--- config.mk ---
export PLATFORM = sky130hd
export DESIGN_NAME = voltage_heartbeat_pulse_scheduler_flat
export DESIGN_NICKNAME = d
export VERILOG_FILES = /design/src/hdl/vhps_pkg.sv /design/src/hdl/vhps_in_if.sv /design/src/hdl/vhps_out_if.sv /design/src/hdl/voltage_heartbeat_pulse_scheduler.sv /design/src/flat_wrapper.sv
export VERILOG_INCLUDE_DIRS = /design/src /design/src/hdl
export SDC_FILE = /design/constraint.sdc
export NUM_CORES = 1
export LEC_CHECK = 0
export ABC_AREA = 1
export BUFFER_PORTS_ARGS = -buffer_cell sky130_fd_sc_hd__buf_2
export CORE_MARGIN = 2
export CORE_UTILIZATION = 50
export DETAILED_ROUTE_END_ITERATION = 8
export PLACE_DENSITY = 0.79
export SLEW_MARGIN = 20
export SYNTH_ARGS = -nofsm -noshare
export SYNTH_HDL_FRONTEND = slang
export SYNTH_SLANG_ARGS = --single-unit
--- constraint.sdc ---
create_clock -name clk -period 5.8 [get_ports clk]
set_input_delay 0.29 -clock clk [delete_from_list [all_inputs] [get_ports clk]]
set_output_delay 0.29 -clock clk [all_outputs]
set_load 0.005 [all_outputs]
--- src/hdl/voltage_heartbeat_pulse_scheduler_assert.svh ---
// ----------------------------------------------------------------------------
// Heartbeat scheduler assertion macros
// Clocked assertion wrappers shared by the scheduler RTL.
// ----------------------------------------------------------------------------
`ifndef VOLTAGE_HEARTBEAT_PULSE_SCHEDULER_ASSERT_SVH
`define VOLTAGE_HEARTBEAT_PULSE_SCHEDULER_ASSERT_SVH

// check a property at every clock edge outside reset
`define VHPS_ASSERT(label, prop, msg) \
    label: assert property (@(posedge clk) disable iff (!rst_n) (prop)) else $error(msg);

// check that a condition is followed by another in the next cycle
`define VHPS_ASSERT_NEXT(label, pre, post, msg) \
    label: assert property (@(posedge clk) disable iff (!rst_n) (pre) |=> (post)) \
        else $error(msg);

`endif

--- src/hdl/vhps_pkg.sv ---
// ----------------------------------------------------------------------------
// Heartbeat scheduler package
// Field widths, register indexes, reset values and ADC channel codes.
// ----------------------------------------------------------------------------
package vhps_pkg;

    localparam int SAMPLE_W   = 10;
    localparam int TIME_W     = 16;
    localparam int GAIN_W     = 4;
    localparam int OFFSET_W   = 12;
    localparam int GAPS_W     = 8;
    localparam int CHANNEL_W  = 2;
    localparam int CFG_INDEX_W = 2;
    localparam int CFG_DATA_W  = 16;

    typedef enum logic [CFG_INDEX_W-1:0] {
        REG_GAP_STEP       = 2'd0,
        REG_PULSE_GAIN     = 2'd1,
        REG_PULSE_OFFSET   = 2'd2,
        REG_GAPS_PER_FRAME = 2'd3
    } cfg_reg_t;

    localparam logic [TIME_W-1:0]    GAP_STEP_RST       = 16'd60000;
    localparam logic [GAIN_W-1:0]    PULSE_GAIN_RST     = 4'd3;
    localparam logic [OFFSET_W-1:0]  PULSE_OFFSET_RST   = 12'd200;
    localparam logic [GAPS_W-1:0]    GAPS_PER_FRAME_RST = 8'd5;

    localparam logic [CHANNEL_W-1:0] ADC_CH_ONE   = 2'd1;
    localparam logic [CHANNEL_W-1:0] ADC_CH_TWO   = 2'd2;
    localparam logic [CHANNEL_W-1:0] ADC_CH_THREE = 2'd3;

endpackage

--- src/hdl/vhps_in_if.sv ---
// ----------------------------------------------------------------------------
// Heartbeat scheduler sample channel
// Valid/ready channel carrying one ADC sample per beat.
// ----------------------------------------------------------------------------
interface vhps_in_if;
    import vhps_pkg::*;

    logic                valid;
    logic                ready;
    logic [SAMPLE_W-1:0] adc_sample;

    modport source (output valid, output adc_sample, input ready);
    modport sink   (input valid, input adc_sample, output ready);

endinterface

--- src/hdl/vhps_out_if.sv ---
// ----------------------------------------------------------------------------
// Heartbeat scheduler result channel
// Valid/ready channel carrying compare time, pin levels and ADC control.
// ----------------------------------------------------------------------------
interface vhps_out_if;
    import vhps_pkg::*;

    logic                 valid;
    logic                 ready;
    logic [TIME_W-1:0]    next_compare;
    logic                 status_one;
    logic                 status_two;
    logic [CHANNEL_W-1:0] adc_channel;
    logic                 adc_enable;

    modport source (
        output valid, output next_compare, output status_one, output status_two,
        output adc_channel, output adc_enable, input ready
    );
    modport sink (
        input valid, input next_compare, input status_one, input status_two,
        input adc_channel, input adc_enable, output ready
    );

endinterface

--- src/hdl/voltage_heartbeat_pulse_scheduler.sv ---
// ----------------------------------------------------------------------------
// Voltage heartbeat pulse scheduler
// Usage:
//   sample : one beat per timer-compare event, carrying the latest ADC sample.
//   result : one beat per sample: next compare time, the two status pin levels,
//            the ADC channel to convert next and the ADC enable.
//   cfg_we/cfg_index/cfg_data : register writes, taken at any edge with
//            cfg_we high; write only while no beat is in flight.
// The sample is held in an input register, then the phase update and the
// 4x10 bit multiply-add for edge spacing run combinationally into the
// result register.
// Throughput is one beat per cycle while the receiver is ready; the phase
// state is updated as each sample leaves the input register: no gap between beats.
// Reset puts the block in the gap phase with five gaps to go, both times at
// zero, ADC on channel 1 and disabled, and registers at their defaults.
// When the receiver stalls, the result is held and the input register still
// takes one more beat; sample.ready falls only when both stages are full.
// ----------------------------------------------------------------------------
module voltage_heartbeat_pulse_scheduler (
    input  logic                                 clk,
    input  logic                                 rst_n,
    input  logic                                 cfg_we,
    input  logic [vhps_pkg::CFG_INDEX_W-1:0]     cfg_index,
    input  logic [vhps_pkg::CFG_DATA_W-1:0]      cfg_data,
    vhps_in_if.sink                              sample,
    vhps_out_if.source                           result
);
    import vhps_pkg::*;

    typedef enum logic [1:0] {
        PH_GAP  = 2'd0,
        PH_ON1  = 2'd1,
        PH_OFF1 = 2'd2,
        PH_ON2  = 2'd3
    } phase_t;

    logic [TIME_W-1:0]    gap_step_reg;
    logic [GAIN_W-1:0]    pulse_gain_reg;
    logic [OFFSET_W-1:0]  pulse_offset_reg;
    logic [GAPS_W-1:0]    gaps_per_frame_reg;

    phase_t               phase_reg, phase_next;
    logic [GAPS_W-1:0]    gaps_left_reg, gaps_left_next;
    logic [TIME_W-1:0]    heartbeat_reg, heartbeat_next;
    logic [TIME_W-1:0]    edge_reg, edge_next;
    logic                 chan_sel_reg, chan_sel_next;
    logic [CHANNEL_W-1:0] adc_chan_reg, adc_chan_next;
    logic                 adc_en_reg, adc_en_next;

    logic                 in_valid_reg;
    logic [SAMPLE_W-1:0]  in_sample_reg;

    logic                 out_valid_reg;
    logic [TIME_W-1:0]    cmp_reg, cmp_next;
    logic                 s1_reg, s1_next;
    logic                 s2_reg, s2_next;

    logic                 advance;
    logic                 pulse_on;
    logic [SAMPLE_W+GAIN_W-1:0] scaled;
    logic [TIME_W-1:0]    spacing;

    assign advance      = in_valid_reg && (!out_valid_reg || result.ready);
    assign sample.ready = !in_valid_reg || advance;

    assign scaled  = (SAMPLE_W+GAIN_W)'(pulse_gain_reg) * (SAMPLE_W+GAIN_W)'(in_sample_reg);
    assign spacing = TIME_W'(scaled) + TIME_W'(pulse_offset_reg);

    always_comb
    begin
        phase_next     = phase_reg;
        gaps_left_next = gaps_left_reg;
        heartbeat_next = heartbeat_reg;
        edge_next      = edge_reg;
        chan_sel_next  = chan_sel_reg;
        adc_chan_next  = adc_chan_reg;
        adc_en_next    = adc_en_reg;
        cmp_next       = edge_reg;
        pulse_on       = 1'b0;
        unique case (phase_reg)
            PH_GAP:
            begin
                heartbeat_next = heartbeat_reg + gap_step_reg;
                cmp_next       = heartbeat_next;
                gaps_left_next = gaps_left_reg - GAPS_W'(1);
                if (gaps_left_next == '0)
                begin
                    chan_sel_next = !chan_sel_reg;
                    adc_chan_next = ADC_CH_ONE;
                    adc_en_next   = 1'b1;
                    phase_next    = PH_ON1;
                end
            end
            PH_ON1:
            begin
                pulse_on      = 1'b1;
                edge_next     = heartbeat_reg + spacing;
                cmp_next      = edge_next;
                adc_chan_next = ADC_CH_TWO;
                adc_en_next   = 1'b1;
                phase_next    = PH_OFF1;
            end
            PH_OFF1:
            begin
                edge_next     = edge_reg + spacing;
                cmp_next      = edge_next;
                adc_chan_next = ADC_CH_THREE;
                adc_en_next   = 1'b1;
                phase_next    = PH_ON2;
            end
            PH_ON2:
            begin
                pulse_on       = 1'b1;
                edge_next      = edge_reg + spacing;
                cmp_next       = edge_next;
                adc_en_next    = 1'b0;
                gaps_left_next = gaps_per_frame_reg;
                phase_next     = PH_GAP;
            end
            default:
            begin
                phase_next = PH_GAP;
            end
        endcase
        s1_next = pulse_on && chan_sel_next;
        s2_next = pulse_on && !chan_sel_next;
    end

    always_ff @(posedge clk or negedge rst_n)
    begin
        if (!rst_n)
        begin
            gap_step_reg       <= GAP_STEP_RST;
            pulse_gain_reg     <= PULSE_GAIN_RST;
            pulse_offset_reg   <= PULSE_OFFSET_RST;
            gaps_per_frame_reg <= GAPS_PER_FRAME_RST;
            phase_reg          <= PH_GAP;
            gaps_left_reg      <= GAPS_PER_FRAME_RST;
            heartbeat_reg      <= '0;
            edge_reg           <= '0;
            chan_sel_reg       <= 1'b0;
            adc_chan_reg       <= ADC_CH_ONE;
            adc_en_reg         <= 1'b0;
            in_valid_reg       <= 1'b0;
            out_valid_reg      <= 1'b0;
        end
        else
        begin
            if (cfg_we)
            begin
                unique case (cfg_reg_t'(cfg_index))
                    REG_GAP_STEP:       gap_step_reg       <= cfg_data[TIME_W-1:0];
                    REG_PULSE_GAIN:     pulse_gain_reg     <= cfg_data[GAIN_W-1:0];
                    REG_PULSE_OFFSET:   pulse_offset_reg   <= cfg_data[OFFSET_W-1:0];
                    REG_GAPS_PER_FRAME: gaps_per_frame_reg <= cfg_data[GAPS_W-1:0];
                    default:            gap_step_reg       <= gap_step_reg;
                endcase
            end

            if (sample.valid && sample.ready)
            begin
                in_valid_reg <= 1'b1;
            end
            else if (advance)
            begin
                in_valid_reg <= 1'b0;
            end

            if (advance)
            begin
                phase_reg     <= phase_next;
                gaps_left_reg <= gaps_left_next;
                heartbeat_reg <= heartbeat_next;
                edge_reg      <= edge_next;
                chan_sel_reg  <= chan_sel_next;
                adc_chan_reg  <= adc_chan_next;
                adc_en_reg    <= adc_en_next;
                out_valid_reg <= 1'b1;
            end
            else if (result.ready)
            begin
                out_valid_reg <= 1'b0;
            end
        end
    end

    always_ff @(posedge clk)
    begin
        if (sample.valid && sample.ready)
        begin
            in_sample_reg <= sample.adc_sample;
        end
        if (advance)
        begin
            cmp_reg <= cmp_next;
            s1_reg  <= s1_next;
            s2_reg  <= s2_next;
        end
    end

    assign result.valid        = out_valid_reg;
    assign result.next_compare = cmp_reg;
    assign result.status_one   = s1_reg;
    assign result.status_two   = s2_reg;
    assign result.adc_channel  = adc_chan_reg;
    assign result.adc_enable   = adc_en_reg;

`include "voltage_heartbeat_pulse_scheduler_assert.svh"

    `VHPS_ASSERT(a_adc_en_tracks_phase,
        adc_en_reg == (phase_reg != PH_GAP),
        "ADC enable out of step with phase")
    `VHPS_ASSERT(a_gaps_done_in_pulse,
        (phase_reg == PH_GAP) || (gaps_left_reg == '0),
        "gap count not exhausted in pulse phase")
    `VHPS_ASSERT(a_pin_only_after_on,
        !(out_valid_reg && (s1_reg || s2_reg)) || (phase_reg == PH_OFF1) || (phase_reg == PH_GAP),
        "status pin high outside a pulse-on result")
    `VHPS_ASSERT_NEXT(a_advance_fills_result, advance, out_valid_reg, "advanced beat lost")

endmodule

--- src/flat_wrapper.sv ---
// flat-port wrapper written by rule: the top's interface ports become plain ports
module voltage_heartbeat_pulse_scheduler_flat import vhps_pkg::*;
  (clk, rst_n, cfg_we, cfg_index, cfg_data, sample_valid, sample_adc_sample, sample_ready, result_valid, result_next_compare, result_status_one, result_status_two, result_adc_channel, result_adc_enable, result_ready);
  vhps_in_if sample_i ();
  vhps_out_if result_i ();
  input  logic clk;
  input  logic rst_n;
  input  logic cfg_we;
  input  logic [vhps_pkg::CFG_INDEX_W-1:0] cfg_index;
  input  logic [vhps_pkg::CFG_DATA_W-1:0] cfg_data;
  input wire logic [$bits(sample_i.valid)-1:0] sample_valid;
  input wire logic [$bits(sample_i.adc_sample)-1:0] sample_adc_sample;
  output wire logic [$bits(sample_i.ready)-1:0] sample_ready;
  output wire logic [$bits(result_i.valid)-1:0] result_valid;
  output wire logic [$bits(result_i.next_compare)-1:0] result_next_compare;
  output wire logic [$bits(result_i.status_one)-1:0] result_status_one;
  output wire logic [$bits(result_i.status_two)-1:0] result_status_two;
  output wire logic [$bits(result_i.adc_channel)-1:0] result_adc_channel;
  output wire logic [$bits(result_i.adc_enable)-1:0] result_adc_enable;
  input wire logic [$bits(result_i.ready)-1:0] result_ready;
  assign sample_i.valid = sample_valid;
  assign sample_i.adc_sample = sample_adc_sample;
  assign sample_ready = sample_i.ready;
  assign result_valid = result_i.valid;
  assign result_next_compare = result_i.next_compare;
  assign result_status_one = result_i.status_one;
  assign result_status_two = result_i.status_two;
  assign result_adc_channel = result_i.adc_channel;
  assign result_adc_enable = result_i.adc_enable;
  assign result_i.ready = result_ready;
  voltage_heartbeat_pulse_scheduler u_core (.clk(clk), .rst_n(rst_n), .cfg_we(cfg_we), .cfg_index(cfg_index), .cfg_data(cfg_data), .sample(sample_i), .result(result_i));
endmodule
==> results of run 1 <==
==> worst paths after layout <==
path | startpoint | to | depth (start not counted)
worst max-delay path | u_core.pulse_gain_reg[1]$_DFFE_PN1P_ | u_core.result.next_compare[15]$_DFFE_PP_ | 20
worst min-delay path | sample_adc_sample[8] | u_core.in_sample_reg[8]$_DFFE_PP_ | 1
worst max register to register | u_core.pulse_gain_reg[1]$_DFFE_PN1P_ | u_core.result.next_compare[15]$_DFFE_PP_ | 20
worst min register to register | u_core.result.adc_enable$_DFFE_PN0P_ | u_core.result.adc_enable$_DFFE_PN0P_ | 2
max in group asynchronous | rst_n | u_core.edge_reg[15]$_DFFE_PN0P_ | 3
min in group asynchronous | rst_n | u_core.result.valid$_DFFE_PN0P_ | 2
==> Yosys cell counts, drive strengths merged <==
library cell	instances	area [µm²]
edfxtp	28	841
inv	209	785
fa	30	601
or2	8	50.1
o21ai	74	374
buf	11	56.3
dfstp	17	447
o211ai	2	15.0
xor2	14	123
o31ai	1	7.51
a21o	5	37.5
mux2	4	45.0
ha	79	988
nor3	8	40.0
nand3	108	556
clkinv	1	3.75
clkbuf	15	56.3
a22oi	1	7.51
o21bai	4	30.0
nand4	10	62.6
dfrtp	71	1780
nand3b	10	75.1
nor4	1	6.26
nand2	397	1510
o22ai	4	25.0
o2111ai	1	8.76
xnor2	11	96.3
a31oi	3	18.8
a211oi	1	7.51
nor2	60	253
and2	6	37.5
a21oi	52	264
o21a	9	67.6
==> stage by stage <==
stage | utilization, % | setup slack (ps) | std cells | cell area (µm²)
after detailed placement | 53.8 | 528 | 1515 | 9730
after CTS | 57.0 | 522 | 1548 | 10300
final | 57.0 | 437 | 1548 | 10300
after floorplan | - | 931 | 1255 | 9270
after global routing | 57.0 | 85.7 | 1548 | 10300
after global placement | 53.8 | 555 | 1515 | 9730
==> cell families after synthesis <==
kind of cell               count (synthesis)
DFF                                      116
and+or+nand+nor                          608
AOI/OAI and AO/OA                        157
buffers and inverters                    236
muxes                                      4
adders and majority gates                109
xor gates and xnor gates                  25
==> layer usage <==
metal	global-route usage, %	vias up	share of wire (%)	routed length (µm)
met5	0	-	0	0
met3	3.97	36	4.9	1090
met1	30.0	3831	44	9790
met4	6.38	0	1.6	363
li1	-	4102	-	-
met2	41.6	231	49	10900
==> area by class of cell <==
cell class,count,area (µm²)
sequential,116,3060
inverter,210,788
clock buffer,18,429
fill,1649,7780
multi-input combinational,903,5300
tap,229,287
timing repair buffer,58,303
clock inverter,14,129
==> what timing repair did <==
item / in CTS / in global routing
endpoints found under the hold margin: 23 / 0
hold buffers: 1 / 0
setup buffers: 0 / 0
==> impl_metrics.tcl, run 1 <==
set metrics [dict create \
    status "finished with violations" \
    violations "design-rule violations" \
    cpPeakStageDelay_ps 640 \
    min_path_type "in2reg" \
    root_buffer "clkbuf_16" \
    ff2ff_setup_slack_ps 440 \
    clockBufferDepth 2 \
    critPathSlowestCell "dfstp_2" \
    muxShareOfSynthArea_pct 0.486 \
    gp_congestion 0.942 \
    drive_gt1_share_pct 9.86 \
    grt_max_degree 55 \
    finalHoldViolCount 0 \
    path_class "reg2reg" \
    drc_errors 4 \
    synth-compound-area-share_pct 9.32 \
    die_w_um 140 \
    vias 8200 \
    htree_levels 4 \
    fmax_mhz 186 \
    yosysSeqAreaShare_pct 33.1 \
    crit_path_frequent_cell "nand2_1" \
    diodes 0 \
    portBuffers 55 \
    worst-path-max-fanout 11 \
    synth_cell_types 45 \
    syn_area_per_cell_um2 7.38 \
    die-area_um2 19600 \
    die_y_um 140 \
    routedWlPerCell_um 14.3 \
    worst-endpoint-arrival_ps 5540 \
    tns_ps 0 \
    clk_latency_ps 420 \
    cts_tree "done" \
    netlist_instances 1255 \
    clock_skew_ps 8.38 \
    worstPathRequired_ps 5970 \
    grt_overflow 0 \
    grt_usage_pct 23.5 \
    slew_headroom_pct 33.1 \
    ant_nets 0 \
    cts_buffers 17 \
    tightestPinTransition_ps 999 \
    holdWs_ps 41.7 \
    ys_ff_latch 116 \
    synthSimpleGateAreaFrac_pct 27.9 \
    synthXorXnorAreaFrac_pct 2.36 \
    critPathBufInv 2 \
    core_area_um2 18100 \
    slew_violations 0 \
    final_common_cell "nand2_1" \
    wirelength_um 22100 \
    crit_chain "nand2_1 > fa_1 > fa_1 > fa_1 > inv_1 > ha_1 > inv_1 > o21bai_1 > a21oi_1 > o21a_1 > xnor2_1 > ha_1 > a21oi_1 > nand2_1 > a21oi_1 > nand3_1 > nand3_1 > nand2_1 > nand2_1 > nand2_1" \
    first_pass_iters 9 \
    rsz0062_at_grt "no" \
    grt_pass1_vias 7980 \
    drt-initial-drc-count 490 \
    mostFrequentLayoutCells "nand2_1 (391), inv_1 (206), nand3_1 (105)" \
    synth_fa_ha_area_share_pct 17.1 \
    synth_top_family_by_area "simple AND/OR/NAND/NOR gates" \
    ys_warn_count 0 \
    initial_core_util_pct 51.2 \
    viasPerCell 5.30 \
    area_growth_pct 11.2 \
    fin_crit_sh_pct 92.5 \
    setup_viol 0 \
    ctsResizeCount 0 \
    drv_cap 0 \
    crit_family "adder cells" \
    syn_area_um2 9270 \
    nets 1448 \
    start_kind "register" \
    grt_pass1_wl_um 37300 \
    crit_path_end_kind "register" \
    place_hpwl_um 17500 \
    antenna_found_initial 0 \
    path_clk_slew_ps 60 \
    syn_nets 1397 \
    rows 49 \
    fin_crit_ps 5360 \
    pin_count 56 \
    clock_sink_count 116 \
]
Power of run 1 is left out: the tool's default activity adds up to more than one toggle a clock period on the data nets, which glitch-free logic cannot reach.
==> inputs of run 2 (changes only) <==
--- a/config.mk
+++ b/config.mk
@@ -9,9 +9,9 @@
 export ABC_AREA = 1
 export BUFFER_PORTS_ARGS = -buffer_cell sky130_fd_sc_hd__buf_2
 export CORE_MARGIN = 2
-export CORE_UTILIZATION = 50
+export CORE_UTILIZATION = 60
 export DETAILED_ROUTE_END_ITERATION = 8
-export PLACE_DENSITY = 0.79
+export PLACE_DENSITY = 0.9
 export SLEW_MARGIN = 20
 export SYNTH_ARGS = -nofsm -noshare
 export SYNTH_HDL_FRONTEND = slang
==> run 2 against run 1 <==
Against the previous run:
- the flow now finishes without violations
- utilization grew 11 points
- count of clock-buffer cells in the layout grew 2
- wire length grew 0.64%
- hold slack lost 11 ps
- global-route usage grew 5.1 points
- non-clock buffer count is the same
- design area shrank 0.21%
- critical path type unchanged
==> impl_metrics.tcl, run 2 (synthesis results as in run 1) <==
set metrics [dict create \
    tightestPinTransition_ps 1020 \
    diodes 0 \
    drt-initial-drc-count 568 \
    dp.cells 1474 \
    first_pass_iters 7 \
    min_path_type "in2reg" \
    grt_overflow 0 \
    clock_skew_ps 6.38 \
    start_kind "register" \
    critPathSlowestCell "dfstp_2" \
    drc_errors 0 \
    final_common_cell "nand2_1" \
    cts_tree "done" \
    fin_area_um2 10300 \
    routedWlPerCell_um 14.8 \
    die_w_um 128 \
    drv_cap 0 \
    post-cts-setup-buffers 0 \
    worstPathRequired_ps 5980 \
    placedInstanceArea_um2 9680 \
    viasPerCell 5.48 \
    fin_crit_ps 5420 \
    vias 8253 \
    pin_count 56 \
    clockBufferDepth 2 \
    highest_layer "met4" \
    cts_buffers 17 \
    ant_nets 0 \
    grt_pass1_vias 8057 \
    htree_levels 4 \
    slew_violations 0 \
    cpPeakStageDelay_ps 640 \
    wl_met1_um 9470 \
    grt_max_degree 59 \
    ctsResizeCount 0 \
    worst-path-max-fanout 11 \
    path_clk_slew_ps 60 \
    wl_met2_um 10900 \
    place_hpwl_um 16700 \
    status "complete, no violations" \
    root_buffer "clkbuf_16" \
    fmax_mhz 185 \
    finalNonFillerCells 1507 \
    antenna_found_initial 0 \
    rsz0062_at_grt "no" \
    nets 1448 \
    setup_viol 0 \
    holdWs_ps 30.7 \
    path_class "reg2reg" \
    slew_headroom_pct 32.0 \
    wirelength_um 22200 \
    fin_crit_sh_pct 93.4 \
    die_y_um 128 \
    drive_gt1_share_pct 9.93 \
    holdBufCountCts 1 \
    core_area_um2 15100 \
    clock_sink_count 116 \
    tns_ps 0 \
    crit_path_end_kind "register" \
    gp_congestion 0.952 \
    rows 45 \
    fill_cells 1147 \
    worst-endpoint-arrival_ps 5600 \
    dr_wl_met3_um 1180 \
    finalHoldViolCount 0 \
    initial_core_util_pct 61.2 \
    crit_path_frequent_cell "nand2_1" \
    crit_chain "nand2_1 > fa_1 > fa_1 > fa_1 > inv_1 > ha_1 > inv_1 > o21bai_1 > a21oi_1 > o21a_1 > xnor2_1 > ha_1 > a21oi_1 > o21bai_1 > a21oi_1 > nand3_1 > nand3_1 > nand2_1 > nand2_1 > nand2_1" \
    mostFrequentLayoutCells "nand2_1 (391), inv_1 (206), nand3_1 (105)" \
    grt_usage_pct 28.7 \
    portBuffers 55 \
    die-area_um2 16500 \
    area_growth_pct 10.9 \
    grt_pass1_wl_um 37200 \
    clk_latency_ps 430 \
]
-- run 2: worst max-delay path, delay by kind of cell (launching register included) --
kind / cells / cell delay (ps)
buffers and inverters: 2 / 130
AO/OA/AOI/OAI: 6 / 1190
XOR/XNOR: 1 / 480
AND/OR/NAND/NOR: 6 / 570
flip-flops: 1 / 640
adder cells (fa/ha/maj): 5 / 2180
-- run 2: through the flow --
step | util (%) | setup slack, ps
after floorplan | - | 931
after global placement | 63.9 | 630
after detailed placement | 63.9 | 500
after CTS | 67.9 | 457
after global routing | 67.9 | 93.6
final | 67.9 | 381
-- run 2: cell type report --
type / instances / area [µm²] / share of cell area [%]
inverter: 210 / 788 / 7.67
clock buffer: 20 / 468 / 4.55
tap: 188 / 235 / 2.29
clock inverter: 12 / 120 / 1.17
sequential: 116 / 3060 / 29.8
timing repair buffer: 58 / 303 / 2.95
multi-input combinational: 903 / 5300 / 51.6
-- run 2: per-layer routing --
| metal | vias up | GRT usage [%] |
|---|---|---|
| li1 | 4103 | - |
| met1 | 3811 | 35.5 |
| met2 | 271 | 49.6 |
| met3 | 68 | 4.97 |
| met4 | 0 | 12.0 |
| met5 | - | 0 |
-- run 2: final timing paths --
check,startpoint,to,slack [ps],cells after the start
min reg2reg,u_core.result.adc_enable$_DFFE_PN0P_,u_core.result.adc_enable$_DFFE_PN0P_,470,2
max,u_core.pulse_gain_reg[1]$_DFFE_PN1P_,u_core.result.next_compare[13]$_DFFE_PP_,380,20
max reg2reg,u_core.pulse_gain_reg[1]$_DFFE_PN1P_,u_core.result.next_compare[13]$_DFFE_PP_,380,20
max in group asynchronous,rst_n,u_core.edge_reg[12]$_DFFE_PN0P_,4360,3
min,sample_adc_sample[5],u_core.in_sample_reg[5]$_DFFE_PP_,30,1
min in group asynchronous,rst_n,u_core.pulse_offset_reg[2]$_DFFE_PN0P_,340,2
Power of run 2 is left out for the same reason.
==> inputs of run 3 (changes only) <==
--- a/config.mk
+++ b/config.mk
@@ -8,10 +8,10 @@
 export LEC_CHECK = 0
 export ABC_AREA = 1
 export BUFFER_PORTS_ARGS = -buffer_cell sky130_fd_sc_hd__buf_2
-export CORE_MARGIN = 2
-export CORE_UTILIZATION = 60
+export CORE_UTILIZATION = 55
 export DETAILED_ROUTE_END_ITERATION = 8
-export PLACE_DENSITY = 0.9
+export GPL_TIMING_DRIVEN = 0
+export PLACE_DENSITY = 0.84
 export SLEW_MARGIN = 20
 export SYNTH_ARGS = -nofsm -noshare
 export SYNTH_HDL_FRONTEND = slang
==> run 3 against run 2 <==
Against the previous run:
- design area is 1.5% higher
- utilization is 4.7 points lower
- critical path depth increased by 4
- via count up 0.74%
- non-clock buffer count rose by 22
- wire length down 2.2%
- critical path type unchanged
==> impl_metrics.tcl, run 3 (synthesis results as in run 1) <==
set metrics [dict create \
    antenna_found_initial 0 \
    cts_tree "done" \
    slew_headroom_pct 40.3 \
    wirelength_um 21800 \
    gp_congestion 0.898 \
    setup_viol 0 \
    place_hpwl_um 17100 \
    ant_nets 0 \
    portBuffers 55 \
    die_w_um 132 \
    fmax_mhz 184 \
    tns_ps 0 \
    gr-usage-met1_pct 31.9 \
    htree_levels 4 \
    crit_path_frequent_cell "nand2_1" \
    slew_violations 0 \
    start_kind "register" \
    cts_buffers 17 \
    cpPeakStageDelay_ps 650 \
    worst-endpoint-arrival_ps 5630 \
    grt_overflow 0 \
    routedWlPerCell_um 13.9 \
    grt.met2_usage_pct 47.1 \
    mostFrequentLayoutCells "nand2_1 (391), inv_1 (206), nand3_1 (105)" \
    area_growth_pct 12.6 \
    viasPerCell 5.33 \
    path_clk_slew_ps 60 \
    vias 8314 \
    root_buffer "clkbuf_16" \
    crit_path_end_kind "register" \
    rsz0062_at_grt "no" \
    initial_core_util_pct 56.1 \
    diodes 0 \
    drc_errors 0 \
    tightestPinTransition_ps 894 \
    drt-initial-drc-count 458 \
    grt_usage_pct 26.8 \
    die_y_um 132 \
    drive_gt1_share_pct 10.7 \
    crit_family "adder cells" \
    first_pass_iters 5 \
    grt_max_degree 57 \
    rows 47 \
    grt_pass1_vias 8292 \
    path_class "reg2reg" \
    clk_latency_ps 430 \
    crit_chain "nand2_1 > inv_1 > fa_1 > fa_1 > inv_1 > fa_1 > inv_1 > ha_1 > inv_1 > o31ai_1 > nand3_1 > o2111ai_1 > xor2_1 > ha_1 > inv_1 > nor3_1 > and2_1 > nand2_1 > nand2_1 > nand2_1 > nand3_1 > nand2_1 > nand2_1 > nand2_1" \
    status "complete, no violations" \
    critPathSlowestCell "dfstp_2" \
    grt_busiest_layer "met2" \
    min_path_type "in2reg" \
    final_common_cell "nand2_1" \
    drv_cap 0 \
    pin_count 56 \
    core_area_um2 16500 \
    die-area_um2 17400 \
    clock_skew_ps 11.2 \
    fill_cells 1407 \
    grtUsageMet3_pct 4.15 \
    finalHoldViolCount 0 \
    fin_crit_ps 5450 \
    nets 1470 \
    grt_pass1_wl_um 37200 \
    fin_crit_sh_pct 93.9 \
    clock_sink_count 116 \
    critPathBufInv 5 \
    worstPathRequired_ps 5980 \
    clockBufferDepth 2 \
    worst-path-max-fanout 11 \
]
-- run 3: worst paths after layout --
check                                                startpoint                                       end  slack [ps]  cells past startpoint
max                        u_core.pulse_gain_reg[1]$_DFFE_PN1P_  u_core.result.next_compare[14]$_DFFE_PP_         350                     24
min                                        sample_adc_sample[5]         u_core.in_sample_reg[5]$_DFFE_PP_          30                      1
max reg2reg                u_core.pulse_gain_reg[1]$_DFFE_PN1P_  u_core.result.next_compare[14]$_DFFE_PP_         350                     24
min reg2reg                u_core.result.adc_enable$_DFFE_PN0P_      u_core.result.adc_enable$_DFFE_PN0P_         460                      2
max in group asynchronous                                 rst_n       u_core.gap_step_reg[13]$_DFFE_PN1P_        4750                      3
min in group asynchronous                                 rst_n  u_core.gaps_per_frame_reg[4]$_DFFE_PN0P_         360                      2
-- run 3: stage by stage --
stage,cells,cell area (µm²),worst slack (ps),utilization [%],hold WS (ps)
floorplan,1255,9270,931,-,-5.59
global placement,1530,9820,284,59.4,452
detailed placement,1531,9850,219,59.6,280
CTS,1564,10400,194,63.2,26.8
global route,1561,10400,3.94,63.1,27.5
finish,1561,10400,353,63.1,33.5
-- run 3: layout make-up --
cell class              instances  area [µm²]  share of cell area [%]
multi-input cells             903        5300                    50.8
flip-flops and latches        116        3070                    29.4
inverters                     210         788                    7.56
clock buffers                  19         464                    4.45
repair buffers                 57         315                    3.02
well taps                     220         275                    2.64
clock inverters                13         119                    1.14
plain buffers                  23         101                   0.972
-- run 3: what timing repair did --
item                                    CTS  global route
endpoints found under the setup margin    0             9
gates resized for setup                   0             2
hold endpoints to repair                 22             0
setup buffers                             0             0
hold buffers                              1             0
-- run 3: layer usage --
layer | part of all wire (%) | routed length (µm)
met2 | 49 | 10800
met3 | 4.7 | 1010
met1 | 43 | 9270
met5 | 0 | 0
met4 | 3.3 | 718
Power of run 3 is left out for the same reason.
